[config.mk]
export PLATFORM = sky130hd
export DESIGN_NAME = cpu_usage_dvfs_governor
export DESIGN_NICKNAME = d
export VERILOG_FILES = /design/src/design/cudg_pkg.sv /design/src/design/cudg_front.sv /design/src/design/cudg_queue.sv /design/src/design/cudg_back.sv /design/src/design/cpu_usage_dvfs_governor.sv
export SDC_FILE = /design/constraint.sdc
export NUM_CORES = 2
export LEC_CHECK = 0
export ABC_AREA = 0
export BUFFER_PORTS_ARGS = -buffer_cell sky130_fd_sc_hd__buf_2
export CORE_MARGIN = 2
export CORE_UTILIZATION = 61
export CTS_CLUSTER_SIZE = 40
export DETAILED_ROUTE_END_ITERATION = 8
export GPL_ROUTABILITY_DRIVEN = 0
export HOLD_SLACK_MARGIN = 0.05
export PLACE_DENSITY = 0.79
export SYNTH_ARGS = -nofsm -noshare
export SYNTH_HDL_FRONTEND = slang
export SYNTH_HIERARCHICAL = 1
export SYNTH_SLANG_ARGS = --single-unit
[constraint.sdc]
create_clock -name clk -period 19.8 [get_ports clk]
set_input_delay 4.95 -clock clk [delete_from_list [all_inputs] [get_ports clk]]
set_output_delay 4.95 -clock clk [all_outputs]
set_load 0.02 [all_outputs]
[src/design/cudg_pkg.sv]
// Shared types, constants and reset tables for the DVFS governor.
// Used by every module of the block; depends on nothing.
package cudg_pkg;

  localparam int TIME_W        = 48;
  localparam int USAGE_W       = 15;
  localparam int NUM_STATES    = 4;
  localparam int STATE_W       = 2;
  localparam int NUM_CFG_REGS  = 2 * NUM_STATES;
  localparam int CFG_SEL_W     = $clog2(NUM_CFG_REGS);
  localparam int CFG_IDX_W     = CFG_SEL_W + 1;
  localparam int COUNT_W       = 16;
  localparam int QUEUE_DEPTH   = 2;

  localparam logic [31:0]          INTERVAL_TICKS = 32'd100000;
  localparam logic [COUNT_W-1:0]   REBUILD_EVALS  = 16'd10;
  localparam logic [STATE_W-1:0]   INITIAL_STATE  = 2'd0;
  localparam logic [USAGE_W-1:0]   FULL_SCALE     = 15'd25600;

  typedef enum logic [CFG_SEL_W-1:0] {
    REG_BAND0_LOW,
    REG_BAND0_HIGH,
    REG_BAND1_LOW,
    REG_BAND1_HIGH,
    REG_BAND2_LOW,
    REG_BAND2_HIGH,
    REG_BAND3_LOW,
    REG_BAND3_HIGH
  } cfg_reg_t;

  typedef struct packed {
    logic              eval;
    logic              zero;
    logic [TIME_W-1:0] num;
    logic [TIME_W-1:0] den;
  } q_entry_t;

  typedef struct packed {
    logic full;
    logic empty;
  } queue_stat_t;

  typedef enum logic [1:0] {
    F_IDLE,
    F_STALL,
    F_WAIT,
    F_PUSH
  } front_state_t;

  typedef enum logic [2:0] {
    B_IDLE,
    B_MUL,
    B_DIV,
    B_UPD,
    B_SEL
  } back_state_t;

  function automatic logic [USAGE_W-1:0] band_reset(input logic [CFG_SEL_W-1:0] idx);
    logic [USAGE_W-1:0] v;
    unique case (cfg_reg_t'(idx))
      REG_BAND0_LOW:  v = 15'd0;
      REG_BAND0_HIGH: v = 15'd6400;
      REG_BAND1_LOW:  v = 15'd6400;
      REG_BAND1_HIGH: v = 15'd12800;
      REG_BAND2_LOW:  v = 15'd12800;
      REG_BAND2_HIGH: v = 15'd19200;
      REG_BAND3_LOW:  v = 15'd19200;
      REG_BAND3_HIGH: v = 15'd25600;
    endcase
    return v;
  endfunction

endpackage

[src/design/cudg_front.sv]
// Front end: accepts transaction items, accumulates stall time and decides
// whether an interval has elapsed. Pushes one classified entry per item.
// Depends on cudg_pkg.
module cudg_front (
  input  logic                          clk,
  input  logic                          rst,
  input  logic                          in_valid,
  output logic                          in_stall,
  input  logic [cudg_pkg::TIME_W-1:0]   issue_time,
  input  logic [cudg_pkg::TIME_W-1:0]   done_time,
  input  logic [cudg_pkg::TIME_W-1:0]   now_time,
  output logic                          push,
  output cudg_pkg::q_entry_t            push_entry,
  input  cudg_pkg::queue_stat_t         qstat
);

  cudg_pkg::front_state_t state, state_next;

  logic [cudg_pkg::TIME_W-1:0] issue_r, done_r, now_r;
  logic [cudg_pkg::TIME_W-1:0] stall_r;
  logic                        eval_r;
  logic [cudg_pkg::TIME_W-1:0] wait_total;
  logic [cudg_pkg::TIME_W:0]   eval_due;
  logic [cudg_pkg::TIME_W:0]   wait_sum;
  logic                        accept;

  always_comb begin
    state_next = state;
    unique case (state)
      cudg_pkg::F_IDLE:  if (accept) state_next = cudg_pkg::F_STALL;
      cudg_pkg::F_STALL: state_next = cudg_pkg::F_WAIT;
      cudg_pkg::F_WAIT:  state_next = cudg_pkg::F_PUSH;
      cudg_pkg::F_PUSH:  if (!qstat.full) state_next = cudg_pkg::F_IDLE;
    endcase
  end

  always_comb begin
    in_stall = (state != cudg_pkg::F_IDLE);
    accept   = in_valid && !in_stall;
    push     = (state == cudg_pkg::F_PUSH) && !qstat.full;
  end

  assign wait_sum = {1'b0, wait_total} + {1'b0, stall_r};

  assign push_entry.eval = eval_r;
  assign push_entry.zero = (now_r == '0) || (wait_total > now_r);
  assign push_entry.num  = now_r - wait_total;
  assign push_entry.den  = now_r;

  always_ff @(posedge clk) begin
    if (rst) begin
      state      <= cudg_pkg::F_IDLE;
      wait_total <= '0;
      eval_due   <= (cudg_pkg::TIME_W+1)'(cudg_pkg::INTERVAL_TICKS);
    end else begin
      state <= state_next;
      if (state == cudg_pkg::F_WAIT) begin
        wait_total <= wait_sum[cudg_pkg::TIME_W] ? '1 : wait_sum[cudg_pkg::TIME_W-1:0];
        if (eval_r) begin
          eval_due <= {1'b0, done_r} + (cudg_pkg::TIME_W+1)'(cudg_pkg::INTERVAL_TICKS);
        end
      end
    end
  end

  always_ff @(posedge clk) begin
    if (accept) begin
      issue_r <= issue_time;
      done_r  <= done_time;
      now_r   <= now_time;
    end
    if (state == cudg_pkg::F_STALL) begin
      stall_r <= (done_r >= issue_r) ? (done_r - issue_r) : '0;
      eval_r  <= ({1'b0, done_r} >= eval_due);
    end
  end

endmodule

[src/design/cudg_queue.sv]
// Short FIFO of classified items between the front and back ends.
// Depends on cudg_pkg.
module cudg_queue (
  input  logic                  clk,
  input  logic                  rst,
  input  logic                  push,
  input  cudg_pkg::q_entry_t    push_entry,
  input  logic                  pop,
  output cudg_pkg::q_entry_t    head,
  output cudg_pkg::queue_stat_t qstat
);

  localparam int PTR_W = (cudg_pkg::QUEUE_DEPTH > 1) ? $clog2(cudg_pkg::QUEUE_DEPTH) : 1;
  localparam int CNT_W = $clog2(cudg_pkg::QUEUE_DEPTH + 1);

  cudg_pkg::q_entry_t entries [cudg_pkg::QUEUE_DEPTH];
  logic [PTR_W-1:0]   wr_ptr, rd_ptr;
  logic [CNT_W-1:0]   count;

  function automatic logic [PTR_W-1:0] ptr_inc(input logic [PTR_W-1:0] p);
    return (p == PTR_W'(cudg_pkg::QUEUE_DEPTH - 1)) ? '0 : p + 1'b1;
  endfunction

  assign head        = entries[rd_ptr];
  assign qstat.full  = (count == CNT_W'(cudg_pkg::QUEUE_DEPTH));
  assign qstat.empty = (count == '0);

  always_ff @(posedge clk) begin
    if (rst) begin
      wr_ptr <= '0;
      rd_ptr <= '0;
      count  <= '0;
    end else begin
      if (push) wr_ptr <= ptr_inc(wr_ptr);
      if (pop)  rd_ptr <= ptr_inc(rd_ptr);
      if (push && !pop) begin
        count <= count + 1'b1;
      end else if (pop && !push) begin
        count <= count - 1'b1;
      end
    end
  end

  always_ff @(posedge clk) begin
    if (push) entries[wr_ptr] <= push_entry;
  end

endmodule

[src/design/cudg_back.sv]
// Back end: bit-serial usage divider, min/max tracking, band selection,
// band rebuild and the result register. Holds the band table and its
// configuration port. Depends on cudg_pkg.
module cudg_back (
  input  logic                             clk,
  input  logic                             rst,
  input  cudg_pkg::queue_stat_t            qstat,
  input  cudg_pkg::q_entry_t               head,
  output logic                             pop,
  input  logic                             cfg_write,
  input  logic [cudg_pkg::CFG_IDX_W-1:0]   cfg_index,
  input  logic [cudg_pkg::USAGE_W-1:0]     cfg_data,
  output logic                             out_valid,
  input  logic                             out_stall,
  output logic [cudg_pkg::STATE_W-1:0]     power_state,
  output logic                             state_changed,
  output logic                             evaluated,
  output logic [cudg_pkg::USAGE_W-1:0]     usage_percent,
  output logic                             bands_rebuilt
);

  localparam int UW    = cudg_pkg::USAGE_W;
  localparam int TW    = cudg_pkg::TIME_W;
  localparam int STEP_W = $clog2(UW);

  cudg_pkg::back_state_t state, state_next;
  cudg_pkg::q_entry_t    cur;

  logic [TW-1:0]     rem;
  logic [UW-1:0]     lo;
  logic [UW-1:0]     quo;
  logic [STEP_W-1:0] step;
  logic [UW-1:0]     usage_now, usage_min, usage_max;
  logic [UW-1:0]     band_table [cudg_pkg::NUM_CFG_REGS];
  logic [cudg_pkg::STATE_W-1:0] current_state;
  logic [cudg_pkg::COUNT_W-1:0] eval_count;

  logic          fire;
  logic          rebuild;
  logic [TW+4:0] d25;
  logic [TW:0]   trial;
  logic          trial_ge;
  logic [cudg_pkg::NUM_STATES-1:0] in_band;
  logic [cudg_pkg::STATE_W-1:0]    first_hit, new_state;
  logic [UW:0]   mid_sum;
  logic [UW-1:0] h0, h1, h2;

  function automatic logic [UW-1:0] three_quarters(input logic [UW-1:0] x);
    logic [UW+1:0] t;
    t = ({2'b0, x} << 1) + {2'b0, x};
    return t[UW+1:2];
  endfunction

  always_comb begin
    state_next = state;
    unique case (state)
      cudg_pkg::B_IDLE: begin
        if (!qstat.empty) begin
          if (!head.eval) begin
            state_next = cudg_pkg::B_SEL;
          end else if (head.zero) begin
            state_next = cudg_pkg::B_UPD;
          end else begin
            state_next = cudg_pkg::B_MUL;
          end
        end
      end
      cudg_pkg::B_MUL: state_next = cudg_pkg::B_DIV;
      cudg_pkg::B_DIV: if (step == STEP_W'(UW - 1)) state_next = cudg_pkg::B_UPD;
      cudg_pkg::B_UPD: state_next = cudg_pkg::B_SEL;
      cudg_pkg::B_SEL: if (fire) state_next = cudg_pkg::B_IDLE;
      default:         state_next = cudg_pkg::B_IDLE;
    endcase
  end

  always_comb begin
    pop     = (state == cudg_pkg::B_IDLE) && !qstat.empty;
    fire    = (state == cudg_pkg::B_SEL) && (!out_valid || !out_stall);
    rebuild = fire && cur.eval && (eval_count >= cudg_pkg::REBUILD_EVALS);
  end

  assign d25      = (TW+5)'({cur.num, 4'b0}) + (TW+5)'({cur.num, 3'b0}) + (TW+5)'(cur.num);
  assign trial    = {rem, lo[UW-1]};
  assign trial_ge = (trial >= {1'b0, cur.den});

  always_comb begin
    for (int s = 0; s < cudg_pkg::NUM_STATES; s++) begin
      in_band[s] = (usage_now > band_table[2*s]) && (usage_now <= band_table[2*s+1]);
    end
    first_hit = current_state;
    for (int s = cudg_pkg::NUM_STATES - 1; s >= 0; s--) begin
      if (in_band[s]) first_hit = cudg_pkg::STATE_W'(s);
    end
    if (!cur.eval || in_band[current_state]) begin
      new_state = current_state;
    end else begin
      new_state = first_hit;
    end
  end

  assign mid_sum = {1'b0, usage_min} + {1'b0, usage_max};
  assign h0      = usage_min >> 1;
  assign h1      = usage_min;
  assign h2      = mid_sum[UW:1];

  always_ff @(posedge clk) begin
    if (rst) begin
      state         <= cudg_pkg::B_IDLE;
      out_valid     <= 1'b0;
      usage_now     <= '0;
      usage_min     <= cudg_pkg::FULL_SCALE;
      usage_max     <= '0;
      eval_count    <= '0;
      current_state <= cudg_pkg::INITIAL_STATE;
      for (int i = 0; i < cudg_pkg::NUM_CFG_REGS; i++) begin
        band_table[i] <= cudg_pkg::band_reset(cudg_pkg::CFG_SEL_W'(i));
      end
    end else begin
      state <= state_next;
      if (state == cudg_pkg::B_UPD) begin
        usage_now <= quo;
        if (quo > usage_max) usage_max <= quo;
        if (quo < usage_min) usage_min <= quo;
      end
      if (fire) begin
        out_valid     <= 1'b1;
        current_state <= new_state;
        if (cur.eval) begin
          eval_count <= rebuild ? '0 : eval_count + 1'b1;
        end
      end else if (!out_stall) begin
        out_valid <= 1'b0;
      end
      if (rebuild) begin
        band_table[cudg_pkg::REG_BAND0_LOW]  <= '0;
        band_table[cudg_pkg::REG_BAND0_HIGH] <= h0;
        band_table[cudg_pkg::REG_BAND1_LOW]  <= three_quarters(h0);
        band_table[cudg_pkg::REG_BAND1_HIGH] <= h1;
        band_table[cudg_pkg::REG_BAND2_LOW]  <= three_quarters(h1);
        band_table[cudg_pkg::REG_BAND2_HIGH] <= h2;
        band_table[cudg_pkg::REG_BAND3_LOW]  <= three_quarters(h2);
        band_table[cudg_pkg::REG_BAND3_HIGH] <= cudg_pkg::FULL_SCALE;
        usage_min <= cudg_pkg::FULL_SCALE;
        usage_max <= '0;
      end else if (cfg_write &&
                   (cfg_index < cudg_pkg::CFG_IDX_W'(cudg_pkg::NUM_CFG_REGS))) begin
        band_table[cfg_index[cudg_pkg::CFG_SEL_W-1:0]] <= cfg_data;
      end
    end
  end

  always_ff @(posedge clk) begin
    if (pop) cur <= head;
    if (pop && head.zero) quo <= '0;
    if (state == cudg_pkg::B_MUL) begin
      rem  <= d25[TW+4:5];
      lo   <= {d25[4:0], 10'b0};
      step <= '0;
    end
    if (state == cudg_pkg::B_DIV) begin
      rem  <= trial_ge ? TW'(trial - {1'b0, cur.den}) : trial[TW-1:0];
      lo   <= lo << 1;
      quo  <= {quo[UW-2:0], trial_ge};
      step <= step + 1'b1;
    end
    if (fire) begin
      power_state   <= new_state;
      state_changed <= (new_state != current_state);
      evaluated     <= cur.eval;
      usage_percent <= usage_now;
      bands_rebuilt <= rebuild;
    end
  end

endmodule

[src/design/cpu_usage_dvfs_governor.sv]
// Top level of the utilization-threshold DVFS governor.
// Instantiates cudg_front, cudg_queue and cudg_back; depends on cudg_pkg.
//
// Each input item is one completed memory transaction and yields exactly one
// result item. The front end takes no new item until the last one is pushed:
// it folds the stall time into a saturating 48-bit wait total and checks the
// interval clock in a three-step sequence. A two-entry queue then hands the
// item to the back end. An item that does not end an interval goes straight to
// band selection; an evaluating item passes the multiply step, the bit-serial
// divider that forms busy percent as (now - wait) * 25600 / now in Q7.8, the
// update step and band selection, and skips multiply and divide when usage is
// forced to zero. Results wait in an output register, so the front end keeps
// taking items while a result is stalled until the queue is full. The band
// registers written through cfg_write/cfg_index/cfg_data load the live band
// table at once unless a rebuild takes priority; indexes 8 and up are ignored.
module cpu_usage_dvfs_governor (
  input  logic                             clk,
  input  logic                             rst,
  input  logic                             in_valid,
  output logic                             in_stall,
  input  logic [cudg_pkg::TIME_W-1:0]      issue_time,
  input  logic [cudg_pkg::TIME_W-1:0]      done_time,
  input  logic [cudg_pkg::TIME_W-1:0]      now_time,
  output logic                             out_valid,
  input  logic                             out_stall,
  output logic [cudg_pkg::STATE_W-1:0]     power_state,
  output logic                             state_changed,
  output logic                             evaluated,
  output logic [cudg_pkg::USAGE_W-1:0]     usage_percent,
  output logic                             bands_rebuilt,
  input  logic                             cfg_write,
  input  logic [cudg_pkg::CFG_IDX_W-1:0]   cfg_index,
  input  logic [cudg_pkg::USAGE_W-1:0]     cfg_data
);

  logic                  push, pop;
  cudg_pkg::q_entry_t    push_entry, head;
  cudg_pkg::queue_stat_t qstat;

  cudg_front u_front (
    .clk        (clk),
    .rst        (rst),
    .in_valid   (in_valid),
    .in_stall   (in_stall),
    .issue_time (issue_time),
    .done_time  (done_time),
    .now_time   (now_time),
    .push       (push),
    .push_entry (push_entry),
    .qstat      (qstat)
  );

  cudg_queue u_queue (
    .clk        (clk),
    .rst        (rst),
    .push       (push),
    .push_entry (push_entry),
    .pop        (pop),
    .head       (head),
    .qstat      (qstat)
  );

  cudg_back u_back (
    .clk           (clk),
    .rst           (rst),
    .qstat         (qstat),
    .head          (head),
    .pop           (pop),
    .cfg_write     (cfg_write),
    .cfg_index     (cfg_index),
    .cfg_data      (cfg_data),
    .out_valid     (out_valid),
    .out_stall     (out_stall),
    .power_state   (power_state),
    .state_changed (state_changed),
    .evaluated     (evaluated),
    .usage_percent (usage_percent),
    .bands_rebuilt (bands_rebuilt)
  );

endmodule

**Yosys cells after proc, flatten, opt, wreduce, memory -nomap -nowiden**

Memories as Yosys holds them, arrays and structs flattened. A register that Yosys moved wholly into a read port is not among the register bits.
Index checks and enable logic that the tools add are counted.

- $add $sub $neg: 17
- $lt $le $gt $ge: 17
- Equality and inequality tests: 16
- Multiplexer cells: 62
- Bitwise operators: 8
- Reductions and logical operators: 41

Operators with widths:

| operator | number |
|---|---|
| $mux 15 | 18 |
| $mux 48 | 4 |
| $sub 48x48->48 | 3 |
| $gt 15x15->1 | 5 |
| $le 15x15->1 | 4 |
| $add 52x51->53 | 1 |
| $add 53x48->53 | 1 |
| $add 48x17->49 const B | 1 |
| $add 48x48->49 | 1 |
| $ge 48x49->1 | 1 |
| $ge 49x48->1 | 1 |
| $ge 48x48->1 | 1 |
| $gt 48x48->1 | 1 |
| $logic_not 48->1 | 1 |
| $add 16x15->17 | 2 |
| $mux 2 | 10 |
| $mux 1 | 19 |
| $add 15x14->16 | 1 |
| $add 15x15->16 | 1 |
| $add 16x1->16 const B | 1 |
| $ge 16x4->1 const B | 1 |
| $mux 16 | 1 |
| $lt 15x15->1 | 1 |
| $mux 3 | 5 |
| other kinds (30) | 76 |

- Register bits: 552
- RAM bits: 316
- Input port bits: 168
- Output and inout port bits: 22
- Logic and storage cells: 194
- Memories: 2

Memories:

| memory | words | bits a word | read ports | clocked after memory_dff | write ports | line | text |
|---|---|---|---|---|---|---|---|
| u_queue.entries | 2 | 98 | 1 | 1 | 1 | cudg_queue.sv:16 | `cudg_pkg::q_entry_t entries [cudg_pkg::QUEUE_DEPTH];` |
| u_back.band_table | 8 | 15 | 8 | 0 | 8 | cudg_back.sv:34 | `logic [UW-1:0] band_table [cudg_pkg::NUM_CFG_REGS];` |

**Longest topological paths before layout**

- Depth in word-level cells: 10
- Depth in mapped cells: 17
- Mapped depth without buffers: 17

**Modules after synthesis**

Netlist, hierarchy kept.

Modules (own cells, without submodules):

| module | instances | cells an instance | area each (µm²) | seq. area each (µm²) |
|---|---|---|---|---|
| cudg_back | 1 | 2664 | 26462.9 | 10620.2 |
| cudg_front | 1 | 2137 | 19646.3 | 7777.5 |
| cudg_queue | 1 | 327 | 7349.5 | 5985.7 |

**Worst setup path after synthesis**

No wires, ideal clock.

- Kind: flip-flop to flip-flop
- From: reg u_back.state[1]
- To: reg u_queue.count[1]
- Library setup time: 70 ps
- Arrival: 11515 ps
- Setup slack: 8215 ps
- Cell stages (with the launch flop): 8
- Path buffers: 2
- Clock period less this slack: 11585 ps
- Cells stage by stage: dfxtp_1 -> clkbuf_1 -> clkbuf_1 -> nor4_1 -> inv_1 -> ha_1 -> or3_1 -> a21oi_1

- Word-level cells in the longest chain between the ends: 5
- Elaborated cells between the ends (all ways): 7
- Those cells by class: mux (1); reduce/logical (6)

Ends and longest elaborated chain:

| element | line | text |
|---|---|---|
| start: declaration | cudg_back.sv:26 | `cudg_pkg::back_state_t state, state_next;` |
| start signal: assignment | cudg_back.sv:108 | `state <= cudg_pkg::B_IDLE;` |
| start signal: assignment | cudg_back.sv:119 | `state <= state_next;` |
| $logic_not 3->1 (*) | cudg_back.sv:77 | `pop = (state == cudg_pkg::B_IDLE) && !qstat.empty;` |
| $logic_and 1x1->1 (*) | cudg_back.sv:77 |  |
| net pop | cpu_usage_dvfs_governor.sv:36 | `logic push, pop;` |
| $logic_not 1->1 | cudg_queue.sv:36 | `if (push && !pop) begin` |
| $logic_and 1x1->1 | cudg_queue.sv:36 |  |
| $mux 2 or $reduce_bool 2->1 (tied branches) | -- |  |
| end signal: assignment | cudg_queue.sv:37 | `count <= count + 1'b1;` |
| end signal: assignment | cudg_queue.sv:39 | `count <= count - 1'b1;` |
| end: declaration | cudg_queue.sv:18 | `logic [CNT_W-1:0] count;` |

Mark *: on every way through the listed nets, which the timed path passes. The rest lies on a longest branch.
A chain may end at the register's enable or synchronous reset.

==> impl_results.md <==
* Outcome: complete, no violations
* Fmax at roughly 130 MHz
* Die ar. at roughly 90000 um2
* Placed Area at about 55000 um2
* Worst path bufs/invs at 2
* PD cells at 172 nW/um2
* XOR/XNOR Fraction of Synth Area at under 10%
* Number of global-route vias before repair at approximately 38000
* Detailed Place HPWL at slightly above 90000 um
* Synth Area in Compound Gates at about 17%
* Global route hottest layer: met2
* Worst-Margin Slew at ~1.3 ns
* Avg Cell Area, Syn at around 10 um2
* Layout Skew at ~0.040 ns
* Hold_buf cts at 0
* Clock sinks at just under 900
* First-pass GRT wire length at 200000 um
* CP dominant cell by count: nand2b_1
* Row cnt at ~110
* Initial Util at 61.6%
* Relative slew slack at roughly a tenth
* Layout area overhead at 9.08%
* Met2 Use GR at a little over two fifths
* Main combinational cell family by area after synthesis: compound AO/OA/AOI/OAI gates
* Drt initial violations at between 3000 and 4000
* Max_cap viols at 0
* Die Height at between 300 and 400 um
* Synth Flop Type: edfxtp_1
* Worst hold margin at approximately 0.46 ns
* Adder-cell share of the synthesized area at 13.6%
* Avg WL per Cell at about 20 um
* IO Port Bufs at between 150 and 200
* Mapped Cells at approximately 5100
* Cts repair resizes at 0
* CTS root buffer: clkbuf_16
* Worst path slowest cell: or4b_1
* Startpoint Class: input port
* Critical path arrival at slightly below 8 ns
* Vias after detailed routing at 39700
* Die Wd at 300 um
* Post-synth EDFFs at ~700
* GRT Resource Usage Total at 28.0%
* Yosys Warn Count at 6
* Final period util at between 30% and 40%
* Total Wirelength at 128000 um
* CTS tree: built
* TNS Setup at 0 ns
* DRC Markers at 0
* Crit path launch: out_stall
* Required time worst endpoint at about 20 ns
* Minimum clock period at ~7.6 ns
* Total CTS buffers at 90
* Simple-gate portion of the synthesized area at around 11%
* Synthesized cell area at ~53000 um2
* Static leakage at between 20 and 25 nW
* Reg-to-reg startpoint: u_back/h1[1]
* Final hold viol count at 0
* Worst Setup End Kind: flip-flop
* # diodes at 0
* CP cell instances: buf_2, a21oi_2, buf_4, and2_1, nand2_1, nand2b_1, or4b_1, nor3_2, nand2b_1
* Met3 Use GR at about 4.2%
* Clock transition at path regs at 0.06 ns
* H-tree depth at 3
* Clk_lat worst skew at around 0.67 ns
* CP delay by family, top: simple AND/OR/NAND/NOR gates
* Multiplexer share of the synthesized area at just over 3%
* PnR worst setup slack at approximately 12 ns
* Post-CTS Setup Inserts at 0
* Fin nets at 5979
* GRT overflow at 0
* Synth unique cells at around 100
* Final setup fails at 0
* Hold Startpoint: u_front/eval_due[2]
* Core ar. at between 80000 and 90000 um2
* M1 GR Usage at ~40%
* Setup CP Type: input port to flip-flop
* Share of post-route cells with drive strength above 1 at under 10%
* Slowest stage delay, CP at around 0.71 ns
* RSZ-0062 raised after global routing: no
* Peak VDD IR at roughly 0.00016 V
* Seq/Total Area, Yosys at 45.6%
* Vias per inst at around 6
* Io pins at 190
* Crit path max fanout at 24
* Pre-CTS WS at ~12 ns
* Pin count of the biggest net entering global routing at between 100 and 150
* Design area at slightly below 60000 um2
* Initial antenna violation count at 5
* Drt first pass iters at 6
* Slew Viols, Final at 0
* Post-synth ARST share at 0%
* Synth Net Count at 5845
* Clock buffer depth at 3
* Antenna-violating nets left at 0
* Yosys reg bits at roughly 870
* Hold Path Class: flip-flop to flip-flop
[cells in the mapped netlist (20+ instances only)]
cell type  instances  area (um2)
o211ai_1          28         210
dfxtp_1          171        3420
mux2i_1           46         460
clkbuf_1         119         447
a21oi_1          422        2110
o21a_1            36         270
o21bai_1          47         353
nand4_1           85         532
xor2_1           124        1090
edfxtp_1         698       21000
o21ai_0          215        1080
xnor2_1          171        1500
a31oi_1           41         257
nor2b_1           45         282
a21o_1           244        1830
nand3_1           81         405
mux2_2            80         901
nand2_1          328        1230
nor3_1            53         265
a211oi_1         125         938
buf_2             38         190
inv_1            439        1650
o21ai_1           20         100
and2_1            48         300
and3_1            43         269
nand2b_1          36         225
nor4_1            33         206
mux2_4            20         300
ha_1             496        6210
o31ai_1           28         210
nor2_1           422        1580
fa_1              53        1060
[cells by family (layout without fill, tap and decap cells)]
group | count (synthesis) | count (layout)
compound gates | 1401 | 1401
buf+inv | 612 | 823
simple gates | 1255 | 1255
mux | 146 | 146
fa+ha+maj | 549 | 549
xor+xnor | 296 | 296
flops | 869 | 869
[sequential cells by signal, indices dropped and copies added, names as in the netlist, 49 cells and up, named ones only]
| register | count |
|---|---|
| u_front/eval_due | 49 |
| u_back/band_table | 120 |
| u_queue/entries | 196 |
| u_back/cur | 97 |
[area by class of cell]
| class | count | area, um2 |
|---|---|---|
| sequential | 869 | 24400 |
| inverter | 440 | 1650 |
| clock inverter | 54 | 539 |
| timing repair buffer | 214 | 1140 |
| tap | 1155 | 1450 |
| multi-input combinational | 3647 | 26700 |
| clock buffer | 115 | 2440 |
| fill | 6474 | 28400 |
[cell usage in the layout, fill, tap and decap left out, types with 170 or more instances in the layout]
master,n
a21o_1,244
a21oi_1,421
buf_2,188
dfxtp_1,170
edfxtp_1,698
ha_1,494
inv_1,439
nand2_1,327
nor2_1,421
o21ai_0,214
xnor2_1,171
[worst paths after layout]
path | endpoint | slack (ns) | cells past startpoint
min | u_front/eval_due[2] | 0.46 | 2
max reg2reg | u_back/band_table[6][13] | 15.23 | 17
max | u_back/band_table[0][3] | 12.18 | 9
min reg2reg | u_front/eval_due[2] | 0.46 | 2
[through the flow]
stage	power (W)	util [%]	std cells
6_report	0.0100	67.2	6494
5_1_grt	0.0107	67.2	6494
4_1_cts	0.00997	67.2	6494
3_5_place_dp	0.00822	63.8	6325
3_3_place_gp	0.00806	63.8	6325
2_1_floorplan	0.00712	-	5128
[worst reg2reg max path, cell delays in order, from the launching register on]
cell	delay, ns
dfxtp_1	0.53
ha_1	0.30
a31o_1	0.23
a21oi_2	0.23
o21bai_1	0.09
a21oi_1	0.21
xnor2_1	0.32
ha_1	0.38
a21oi_1	0.26
nor2b_1	0.10
o21a_1	0.19
o41ai_1	0.54
nand4b_1	0.21
nand3_2	0.11
a31oi_2	0.26
o21ai_2	0.10
xnor2_1	0.12
a22o_1	0.20
[routing by layer]
metal,share of wire (%),up-vias
li1,-,19000
met4,3.5,4
met1,44,18600
met3,8.5,324
met5,0.021,-
met2,44,1720
[power by group]
| group | switching (W) | leakage [nW] | internal (W) |
|---|---|---|---|
| logic | 0.00311 | 14.6 | 0.00213 |
| registers | 0.000367 | 7.91 | 0.00272 |
| clock network | 0.000720 | 1.45 | 0.000984 |
| total | 0.00420 | 23.9 | 0.00584 |
No activity file was read; power rests on OpenSTA's default activity.
